**src/hw/rtl/ecr_pkg.sv**
```systemverilog
package ecr_pkg;

  localparam int COLOR_W = 24;
  localparam int CHAN_W = 8;
  localparam int NUM_CHAN = 3;
  localparam int HEIGHT_WIDTH_DEF = 16;
  localparam int Q_W = 7;
  localparam int SUM_W = 15;
  localparam int PCT_FULL = 100;
  localparam int DIV100_MUL = 5243;
  localparam int DIV100_SHIFT = 19;
  localparam int PROD_W = 28;

  localparam int CFG_IDX_W = 3;
  localparam logic [CFG_IDX_W-1:0] REG_MIN_HEIGHT = 3'd0;
  localparam logic [CFG_IDX_W-1:0] REG_MAX_HEIGHT = 3'd1;
  localparam logic [CFG_IDX_W-1:0] REG_LOW_COLOR = 3'd2;
  localparam logic [CFG_IDX_W-1:0] REG_HIGH_COLOR = 3'd3;
  localparam logic [CFG_IDX_W-1:0] REG_MID_COLOR = 3'd4;

  localparam logic [COLOR_W-1:0] LOW_COLOR_RST = 24'h0000FF;
  localparam logic [COLOR_W-1:0] HIGH_COLOR_RST = 24'hFF0000;
  localparam logic [COLOR_W-1:0] MID_COLOR_RST = 24'h808080;

  typedef struct packed {
    logic fix;
    logic [COLOR_W-1:0] col;
    logic endh;
    logic zero;
  } tag_t;

  // Exact for every value up to 255 * 100.
  function automatic logic [CHAN_W-1:0] div100(input logic [SUM_W-1:0] x);
    logic [PROD_W-1:0] prod;
    prod = PROD_W'(x) * PROD_W'(DIV100_MUL);
    return prod[DIV100_SHIFT +: CHAN_W];
  endfunction

endpackage

```
**src/hw/rtl/elevation_color_ramp.sv**
```systemverilog
// Colours one height-map point per beat.
// The point channel (point_valid/point_ready) carries a signed height and a
// preset colour; a nonzero preset passes through unchanged. The colour
// channel (color_valid/color_ready) returns one 24-bit 0xRRGGBB colour per
// point, in order. Other points take the low, high or mid colour at the
// extremes and at zero, or a blend of mid and an end colour by a percentage
// of the height against the extreme of its sign.
// The datapath is twelve register stages: input decode, an eight-step
// restoring divider for the percentage, percentage clamp, channel products
// and the output register. One beat is accepted every cycle unless the
// receiver stalls a full pipeline.
// Each stage moves when it is empty or the stage after it moves, so a stall
// of the receiver fills bubbles first and back-pressures the point channel
// only when every stage holds a beat. Nothing is lost or repeated.
// The user must write registers via cfg_we/cfg_index/cfg_data only while no
// point is in flight; the block does not enforce it. Unused indices are
// ignored. Synchronous reset empties the pipeline and restores reset values.
module elevation_color_ramp #(
  parameter int HEIGHT_WIDTH = ecr_pkg::HEIGHT_WIDTH_DEF
) (
  input  logic                                 clk,
  input  logic                                 rst,
  input  logic                                 cfg_we,
  input  logic [ecr_pkg::CFG_IDX_W-1:0]        cfg_index,
  input  logic [((HEIGHT_WIDTH > ecr_pkg::COLOR_W) ? HEIGHT_WIDTH : ecr_pkg::COLOR_W)-1:0]
                                               cfg_data,
  input  logic                                 point_valid,
  output logic                                 point_ready,
  input  logic signed [HEIGHT_WIDTH-1:0]       height,
  input  logic [ecr_pkg::COLOR_W-1:0]          preset_color,
  output logic                                 color_valid,
  input  logic                                 color_ready,
  output logic [ecr_pkg::COLOR_W-1:0]          point_color
);

  localparam int HW = HEIGHT_WIDTH;
  localparam int CW = ecr_pkg::COLOR_W;
  localparam int QW = ecr_pkg::Q_W;
  localparam int DW = HW + QW;
  localparam int NDS = QW + 1;
  localparam int S_DIV = 1;
  localparam int S_P = S_DIV + NDS;
  localparam int S_M = S_P + 1;
  localparam int S_O = S_M + 1;
  localparam int NST = S_O + 1;

  logic signed [HW-1:0] min_height;
  logic signed [HW-1:0] max_height;
  logic [CW-1:0]        low_color;
  logic [CW-1:0]        high_color;
  logic [CW-1:0]        mid_color;

  always_ff @(posedge clk) begin
    if (rst) begin
      min_height <= '0;
      max_height <= '0;
      low_color  <= ecr_pkg::LOW_COLOR_RST;
      high_color <= ecr_pkg::HIGH_COLOR_RST;
      mid_color  <= ecr_pkg::MID_COLOR_RST;
    end else if (cfg_we) begin
      case (cfg_index)
        ecr_pkg::REG_MIN_HEIGHT: min_height <= $signed(cfg_data[HW-1:0]);
        ecr_pkg::REG_MAX_HEIGHT: max_height <= $signed(cfg_data[HW-1:0]);
        ecr_pkg::REG_LOW_COLOR:  low_color  <= cfg_data[CW-1:0];
        ecr_pkg::REG_HIGH_COLOR: high_color <= cfg_data[CW-1:0];
        ecr_pkg::REG_MID_COLOR:  mid_color  <= cfg_data[CW-1:0];
        default: ;
      endcase
    end
  end

  // Pipeline flow control.
  logic [NST-1:0] vld;
  logic [NST-1:0] adv;

  assign adv[NST-1] = !vld[NST-1] || color_ready;
  for (genvar i = 0; i < NST - 1; i++) begin : g_adv
    assign adv[i] = !vld[i] || adv[i+1];
  end

  always_ff @(posedge clk) begin
    if (rst) begin
      vld <= '0;
    end else begin
      if (adv[0]) begin
        vld[0] <= point_valid;
      end
      for (int i = 1; i < NST; i++) begin
        if (adv[i]) begin
          vld[i] <= vld[i-1];
        end
      end
    end
  end

  assign point_ready = adv[0];
  assign color_valid = vld[S_O];

  // Stage 0: classify the point and form the dividend and divisor magnitudes.
  logic [HW-1:0]  hu;
  logic [HW-1:0]  eu;
  logic           isneg;
  logic           ext_neg;
  logic [HW-1:0]  absz;
  logic [HW-1:0]  bmag;
  logic [DW-1:0]  absz_w;
  ecr_pkg::tag_t  tag_next;

  always_comb begin
    hu      = $unsigned(height);
    isneg   = height[HW-1];
    eu      = isneg ? $unsigned(min_height) : $unsigned(max_height);
    ext_neg = eu[HW-1];
    absz    = isneg ? (~hu + {{(HW-1){1'b0}}, 1'b1}) : hu;
    if (eu == '0) begin
      bmag = {{(HW-1){1'b0}}, 1'b1};
    end else if (ext_neg) begin
      bmag = ~eu + {{(HW-1){1'b0}}, 1'b1};
    end else begin
      bmag = eu;
    end
    absz_w = {{QW{1'b0}}, absz};

    tag_next.endh = !isneg;
    tag_next.zero = isneg ? !ext_neg : ext_neg;
    tag_next.fix  = 1'b1;
    if (preset_color != '0) begin
      tag_next.col = preset_color;
    end else if (height == min_height && min_height[HW-1]) begin
      tag_next.col = low_color;
    end else if (height == max_height && !max_height[HW-1] && max_height != '0) begin
      tag_next.col = high_color;
    end else if (height == '0) begin
      tag_next.col = mid_color;
    end else begin
      tag_next.col = '0;
      tag_next.fix = 1'b0;
    end
  end

  ecr_pkg::tag_t tag0;
  logic [DW-1:0] a0;
  logic [HW-1:0] b0;

  always_ff @(posedge clk) begin
    if (adv[0]) begin
      tag0 <= tag_next;
      a0   <= (absz_w << 6) + (absz_w << 5) + (absz_w << 2);
      b0   <= bmag;
    end
  end

  // Restoring divider, one quotient bit per stage. The first stage only
  // checks whether the quotient reaches 128 and would overflow its 7 bits.
  ecr_pkg::tag_t dtag [NDS];
  logic          dsat [NDS];
  logic [DW-1:0] dr   [NDS];
  logic [HW-1:0] db   [NDS];
  logic [QW-1:0] dq   [NDS];

  always_ff @(posedge clk) begin
    if (adv[S_DIV]) begin
      dtag[0] <= tag0;
      dsat[0] <= a0 >= ({{QW{1'b0}}, b0} << QW);
      dr[0]   <= a0;
      db[0]   <= b0;
      dq[0]   <= '0;
    end
  end

  for (genvar k = 1; k < NDS; k++) begin : g_div
    localparam int BIT = QW - k;
    logic [DW-1:0] trial;
    logic          fits;

    assign trial = {{QW{1'b0}}, db[k-1]} << BIT;
    assign fits  = dr[k-1] >= trial;

    always_ff @(posedge clk) begin
      if (adv[S_DIV+k]) begin
        dtag[k] <= dtag[k-1];
        dsat[k] <= dsat[k-1];
        db[k]   <= db[k-1];
        dr[k]   <= fits ? (dr[k-1] - trial) : dr[k-1];
        dq[k]   <= dq[k-1] | (fits ? (QW'(1) << BIT) : '0);
      end
    end
  end

  // Percentage clamp.
  ecr_pkg::tag_t tagp;
  logic [QW-1:0] pp;

  always_ff @(posedge clk) begin
    if (adv[S_P]) begin
      tagp <= dtag[NDS-1];
      if (dtag[NDS-1].zero) begin
        pp <= '0;
      end else if (dsat[NDS-1] || dq[NDS-1] > QW'(ecr_pkg::PCT_FULL)) begin
        pp <= QW'(ecr_pkg::PCT_FULL);
      end else begin
        pp <= dq[NDS-1];
      end
    end
  end

  // Weighted channel sums.
  ecr_pkg::tag_t                       tagm;
  logic [ecr_pkg::SUM_W-1:0]           sm [ecr_pkg::NUM_CHAN];
  logic [CW-1:0]                       end_color;
  logic [QW-1:0]                       pinv;

  assign end_color = tagp.endh ? high_color : low_color;
  assign pinv      = QW'(ecr_pkg::PCT_FULL) - pp;

  always_ff @(posedge clk) begin
    if (adv[S_M]) begin
      tagm <= tagp;
      for (int c = 0; c < ecr_pkg::NUM_CHAN; c++) begin
        sm[c] <= ecr_pkg::SUM_W'(mid_color[c*ecr_pkg::CHAN_W +: ecr_pkg::CHAN_W])
                   * ecr_pkg::SUM_W'(pinv)
               + ecr_pkg::SUM_W'(end_color[c*ecr_pkg::CHAN_W +: ecr_pkg::CHAN_W])
                   * ecr_pkg::SUM_W'(pp);
      end
    end
  end

  // Output register.
  always_ff @(posedge clk) begin
    if (adv[S_O]) begin
      if (tagm.fix) begin
        point_color <= tagm.col;
      end else begin
        point_color <= {ecr_pkg::div100(sm[2]), ecr_pkg::div100(sm[1]),
                        ecr_pkg::div100(sm[0])};
      end
    end
  end

`ifndef SYNTHESIS
  a_pct_range: assert property (@(posedge clk) disable iff (rst)
    vld[S_P] |-> pp <= QW'(ecr_pkg::PCT_FULL))
    else $error("blend percentage above full scale");

  a_div_rem: assert property (@(posedge clk) disable iff (rst)
    (vld[S_P-1] && !dsat[NDS-1]) |-> dr[NDS-1] < {{QW{1'b0}}, db[NDS-1]})
    else $error("divider remainder not below divisor");

  a_full_stall: assert property (@(posedge clk) disable iff (rst)
    (vld == {NST{1'b1}} && !color_ready) |-> !point_ready)
    else $error("point accepted into a full stalled pipeline");

  a_drain: assert property (@(posedge clk) disable iff (rst)
    (vld[S_M] && adv[S_O]) |=> color_valid)
    else $error("beat lost between last two stages");
`endif

endmodule
```
**config.mk**
```make
export PLATFORM = sky130hd
export DESIGN_NAME = elevation_color_ramp
export DESIGN_NICKNAME = d
export VERILOG_FILES = /design/src/hw/rtl/ecr_pkg.sv /design/src/hw/rtl/elevation_color_ramp.sv
export SDC_FILE = /design/constraint.sdc
export NUM_CORES = 2
export LEC_CHECK = 0
export ABC_CLOCK_PERIOD_IN_PS = 10200
export BUFFER_PORTS_ARGS = -buffer_cell sky130_fd_sc_hd__buf_2
export CAP_MARGIN = 30
export CORE_ASPECT_RATIO = 0.8
export CORE_MARGIN = 8
export CORE_UTILIZATION = 40
export CTS_CLUSTER_DIAMETER = 150
export CTS_CLUSTER_SIZE = 24
export DETAILED_ROUTE_END_ITERATION = 8
export PLACE_DENSITY = 0.51
export SETUP_SLACK_MARGIN = 0.2
export SLEW_MARGIN = 0
export SYNTH_ARGS = -nofsm -noshare
export SYNTH_HDL_FRONTEND = slang
export SYNTH_SLANG_ARGS = --single-unit
```
**constraint.sdc**
```tcl
create_clock -name clk -period 10.2 [get_ports clk]
set_input_delay 1.02 -clock clk [delete_from_list [all_inputs] [get_ports clk]]
set_output_delay 1.02 -clock clk [all_outputs]
set_load 0.02 [all_outputs]
```
# [Word level (Yosys, flattened, before mapping)]
# Memories as Yosys holds them, arrays and structs flattened.
# Index checks and enable logic that the tools add are counted.
[op_classes] addsub=15 div=0 shifts=0 magnitude_cmp=9 reduce_logical=44 n_eq_ne=6 bitwise_logic=10 muxes=44 n_mul=9
[ops] op="two-way mux 23 bit" count=7
[ops] op="two-way mux 24 bit" count=6
[ops] op="multiplier 8 x 7 -> 15 bit" count=6
[ops] op="multiplier 15 x 13 -> 27 bit (second input constant)" count=3
[ops] op="adder 15 bit" count=3
[ops] op="adder 16 x 1 -> 16 bit (second input constant)" count=2
[ops] op="equality test 16 bit" count=2
[ops] op="logical NOT 16 bit" count=2
[ops] op="two-way mux 16 bit" count=2
[ops] op="NOT 16 bit" count=2
[ops] op="nonzero test 24 bit" count=1
[ops] op="adder 22 x 21 -> 23 bit" count=1
[ops] op="adder 23 x 18 -> 23 bit" count=1
[ops] op="greater-or-equal comparator 23 x 16 -> 1 bit" count=1
[ops] op="greater-or-equal comparator 23 x 17 -> 1 bit" count=1
[ops] op="greater-or-equal comparator 23 x 18 -> 1 bit" count=1
[ops] op="greater-or-equal comparator 23 x 19 -> 1 bit" count=1
[ops] op="greater-or-equal comparator 23 x 20 -> 1 bit" count=1
[ops] op="greater-or-equal comparator 23 x 21 -> 1 bit" count=1
[ops] op="greater-or-equal comparator 23 x 22 -> 1 bit" count=1
[ops] op="greater-or-equal comparator 23 bit" count=1
[ops] op="subtractor 23 x 16 -> 23 bit" count=1
[ops] op="subtractor 23 x 17 -> 23 bit" count=1
[ops] op="subtractor 23 x 18 -> 23 bit" count=1
[ops] op="33 further kinds" count=88
[word_totals] ram_bits=637 romBits=0 mem_count=6 wordCells=175 inputBits=72 reg_bits=264 latch_bits=0 output_inout_bits=26
[mem_list] memory="dtag" depth=8 width=27 rd=8 rd_ports_with_merged_regs=0 write_ports=8 line_no="elevation_color_ramp.sv:155" source="ecr_pkg::tag_t dtag [NDS];"
[mem_list] memory="dr" depth=8 width=23 rd=7 rd_ports_with_merged_regs=0 write_ports=8 line_no="elevation_color_ramp.sv:157" source="logic [DW-1:0] dr [NDS];"
[mem_list] memory="db" depth=8 width=16 rd=7 rd_ports_with_merged_regs=0 write_ports=8 line_no="elevation_color_ramp.sv:158" source="logic [HW-1:0] db [NDS];"
[mem_list] memory="dq" depth=8 width=7 rd=8 rd_ports_with_merged_regs=0 write_ports=8 line_no="elevation_color_ramp.sv:159" source="logic [QW-1:0] dq [NDS];"
[mem_list] memory="sm" depth=3 width=15 rd=3 rd_ports_with_merged_regs=0 write_ports=3 line_no="elevation_color_ramp.sv:209" source="logic [ecr_pkg::SUM_W-1:0] sm [ecr_pkg::NUM_CHAN];"
[mem_list] memory="dsat" depth=8 width=1 rd=8 rd_ports_with_merged_regs=0 write_ports=8 line_no="elevation_color_ramp.sv:156" source="logic dsat [NDS];"

# [Logic depth before layout (Yosys ltp)]
[depth] depth_word=14 mapped_depth=26 mapped_depth_nobuf=24

# [Worst setup path after synthesis]
# OpenSTA, ideal clock, no wires.
[synth_timing] path_kind="input to register" startpoint="input color_ready" endpoint="register a0[10], enable pin" n_path_buf=0 arrival_ps=6607 stages=7 required_ps=9140 path_slack_ps=2533 setup_ps=1060 path_cell_list="nor2b_1 -> inv_1 -> nor2_1 -> and2_1 -> nand3_1 -> nor2_1 -> nand4_1"
[synth_between] elab_chain_cells=12
[synth_rtl] item="start, declared" line_no="elevation_color_ramp.sv:32" source="input logic color_ready,"
[synth_rtl] item="logical OR 1 bit" line_no="elevation_color_ramp.sv:76" source="assign adv[NST-1] = !vld[NST-1] || color_ready;"
[synth_rtl] item="via adv[11]" line_no="elevation_color_ramp.sv:74" source="logic [NST-1:0] adv;"
[synth_rtl] item="logical OR 1 bit (7 in series)" line_no="elevation_color_ramp.sv:78" source="assign adv[i] = !vld[i] || adv[i+1];"
[synth_rtl] item="via adv[4]" line_no="elevation_color_ramp.sv:74"
[synth_rtl] item="logical OR 1 bit (4 in series)" line_no="elevation_color_ramp.sv:78"
[synth_rtl] item="via point_ready" line_no="elevation_color_ramp.sv:28" source="output logic point_ready,"
[synth_rtl] item="end signal, assigned" line_no="elevation_color_ramp.sv:148" source="a0 <= (absz_w << 6) + (absz_w << 5) + (absz_w << 2);"
[synth_rtl] item="end, declared" line_no="elevation_color_ramp.sv:142" source="logic [DW-1:0] a0;"
# The timed path passes the listed nets, and every way through them passes these cells.
# A chain may end at the register's enable or synchronous reset.

==> flow_summary.json <==
{
  "io_pins": 98,
  "finalWorstSetupSlack_ps": 2620,
  "yosys_warnings": 0,
  "numPortBuffers": 97,
  "setup_viol": 0,
  "grt_max_degree": 76,
  "dieArea_sq_mm": 0.157,
  "min_period_ps": 7580,
  "grt_pass1_vias": 36100,
  "worst-path-buf-inv": 6,
  "synthTopCellsByArea": "edfxtp_1 37%, fa_1 16%, ha_1 13%",
  "grt_pass1_wl_um": 209000,
  "critPathMostFrequentCell": "fa_1",
  "antenna_left": 0,
  "grt_usage_pct": 16.8,
  "synth.top_cell.area_share_pct": 36.6,
  "htreeDepth": 2,
  "core_area_sq_mm": 0.143,
  "synth_top_cell_by_area": "edfxtp_1",
  "worst_path_max_delay_cell": "edfxtp_1",
  "drtPass1Iterations": 5,
  "synth_cells": 5223,
  "syn_nets": 6379,
  "required_ps": 10580,
  "place.gp.congestion": 0.839,
  "drt_iter0_markers": 2069,
  "synth-edff-count": 703,
  "maxSlewHeadroom_pct": 31.7,
  "crit_family": "adder cells",
  "setup_tns_ps": 0,
  "endpoint_kind": "register",
  "final_util_pct": 43.2,
  "synthFlopType": "edfxtp_1",
  "cts.sinks": 819,
  "max_freq_ghz": 0.132,
  "ys_seq_area_share_pct": 40.6,
  "rows": 124,
  "worstMarginPinSlew_ps": 1020,
  "vias": 35600,
  "antenna_found_initial": 15,
  "synth_area_sq_mm": 0.0577,
  "finalHoldViolCount": 0,
  "routed_wl_um": 132000,
  "crit_fanout": 16,
  "synth.avg_cell_area_sq_um": 11.0,
  "critPathMaxStageDelay_ps": 680,
  "run_status": "finished, final reports clean",
  "via_per_inst": 4.95,
  "cts-root-buf": "clkbuf_16",
  "slew_viol_final": 0,
  "path_clk_slew_ps": 100,
  "drcViolationCount": 0,
  "cts_buffers": 41,
  "overflow": 0,
  "final_common_cell": "inv_1",
  "crit_chain": "inv_1 -> ha_1 -> inv_1 -> a21o_1 -> xor2_1 -> buf_4 -> nand2_1 -> fa_1 -> fa_1 -> fa_1 -> inv_1 -> fa_1 -> inv_1 -> fa_1 -> fa_1 -> inv_1 -> ha_1 -> a21oi_1 -> nor2_1 -> o21ai_0 -> a21oi_1 -> a41o_1 -> o41ai_1 -> xnor2_1",
  "ctsHoldBuffers": 0,
  "skew_ps": 53.2,
  "synthArstFlopShare_pct": 0,
  "die_h_um": 356,
  "ys_types": 83,
  "final_nets": 6430,
  "clk_latency_ps": 670,
  "cts_resized": 0,
  "cts_buffer_depth": 3,
  "die_x_um": 441,
  "drive_above_1_share_pct": 5.22,
  "finalCritPeriodShare_pct": 74.3,
  "critPathKind": "register to register",
  "post-dp-hpwl_um": 106000,
  "initial_utilization_pct": 40.3,
  "hp-class": "register to register",
  "startpoint_type": "register",
  "cts_tree": "yes",
  "arrival_ps": 7960,
  "final_cell_mix": "877 x inv_1, 703 x edfxtp_1, 621 x ha_1, 539 x nand2_1, 463 x fa_1",
  "post_drt_wl_per_cell_um": 18.4,
  "ys_seq_elements": 819,
  "pre_cts_ws_ps": 2650,
  "area_growth_pct": 7.01,
  "post_cts_buffers": 0,
  "drv_cap": 0,
  "rsz0062_at_grt": "false"
}
==> cells in the mapped netlist (70+ instances only) <==
cell type  count
and2_1       165
dfxtp_1      116
ha_1         621
nand2_1      542
xnor2_1      157
o21ai_0      134
edfxtp_1     703
xor2_1        70
inv_1        880
a21oi_1      257
nor2_1       237
clkbuf_1     117
fa_1         463
==> path summary, 6_finish.rpt <==
kind         slack (ps)     start     endpoint  depth (start not counted)
max                2620     pp[1]    sm[0][28]                         24
min                 400  tag0[19]  dtag[0][19]                          0
max reg2reg        2620     pp[1]    sm[0][28]                         24
min reg2reg         400  tag0[19]  dtag[0][19]                          0
==> layer usage <==
layer | share of wire, % | routed length (um) | GRT usage (%) | vias to the layer above
met5 | 0 | 0 | 0 | -
met4 | 1.9 | 2570 | 3.33 | 0
met3 | 4.8 | 6380 | 2.34 | 110
met2 | 40 | 52600 | 23.9 | 678
met1 | 53 | 70600 | 27.1 | 17300
li1 | - | - | - | 17600
==> worst register-to-register path: cells and delay by family, from the launching register on <==
family	cells	cell delay, ps
adder cells (fa/ha/maj)	8	3570
AO/OA/AOI/OAI	6	1290
buffers and inverters	6	930
flip-flops	1	680
XOR/XNOR	2	670
AND/OR/NAND/NOR	2	180
==> state kept, by name (all words and copies together) (netlist names), 8 cells and up <==
| register | flops |
|---|---|
| tagp | 26 |
| dr | 148 |
| low_color | 24 |
| a0 | 21 |
| db | 112 |
| b0 | 16 |
| min_height | 16 |
| dsat | 8 |
| high_color | 24 |
| sm | 45 |
| point_color | 24 |
| tagm | 25 |
| max_height | 16 |
| tag0 | 27 |
| mid_color | 24 |
| dtag | 216 |
| dq | 28 |
| vld | 12 |
==> through the flow <==
step           instances  area, sq um  hold slack, ps
2_1_floorplan       5223        57700             400
3_3_place_gp        7116        60400             401
3_5_place_dp        7121        60500             405
4_1_cts             7196        61700             385
5_1_grt             7197        61700             397
6_report            7197        61700             402
==> cell type report <==
type,count,area [sq um]
fillers,13600,81300
multi-input cells,3393,30500
flip-flops and latches,819,23400
inverters,880,3300
well taps,1890,2360
clock buffers,69,1160
repair buffers,139,875
clock inverters,6,87.6
diodes,1,2.50
==> logic make-up after synthesis <==
group	after synthesis	synth area share [%]
mux	81	1.50
buf+inv	1011	6.62
simple gates	1331	10.9
compound gates	670	7.34
xor+xnor	227	3.45
fa+ha+maj	1084	29.5
flops	819	40.6
Power is left out: the tool's default activity adds up to more than one toggle a clock period on the data nets, which glitch-free logic cannot reach.
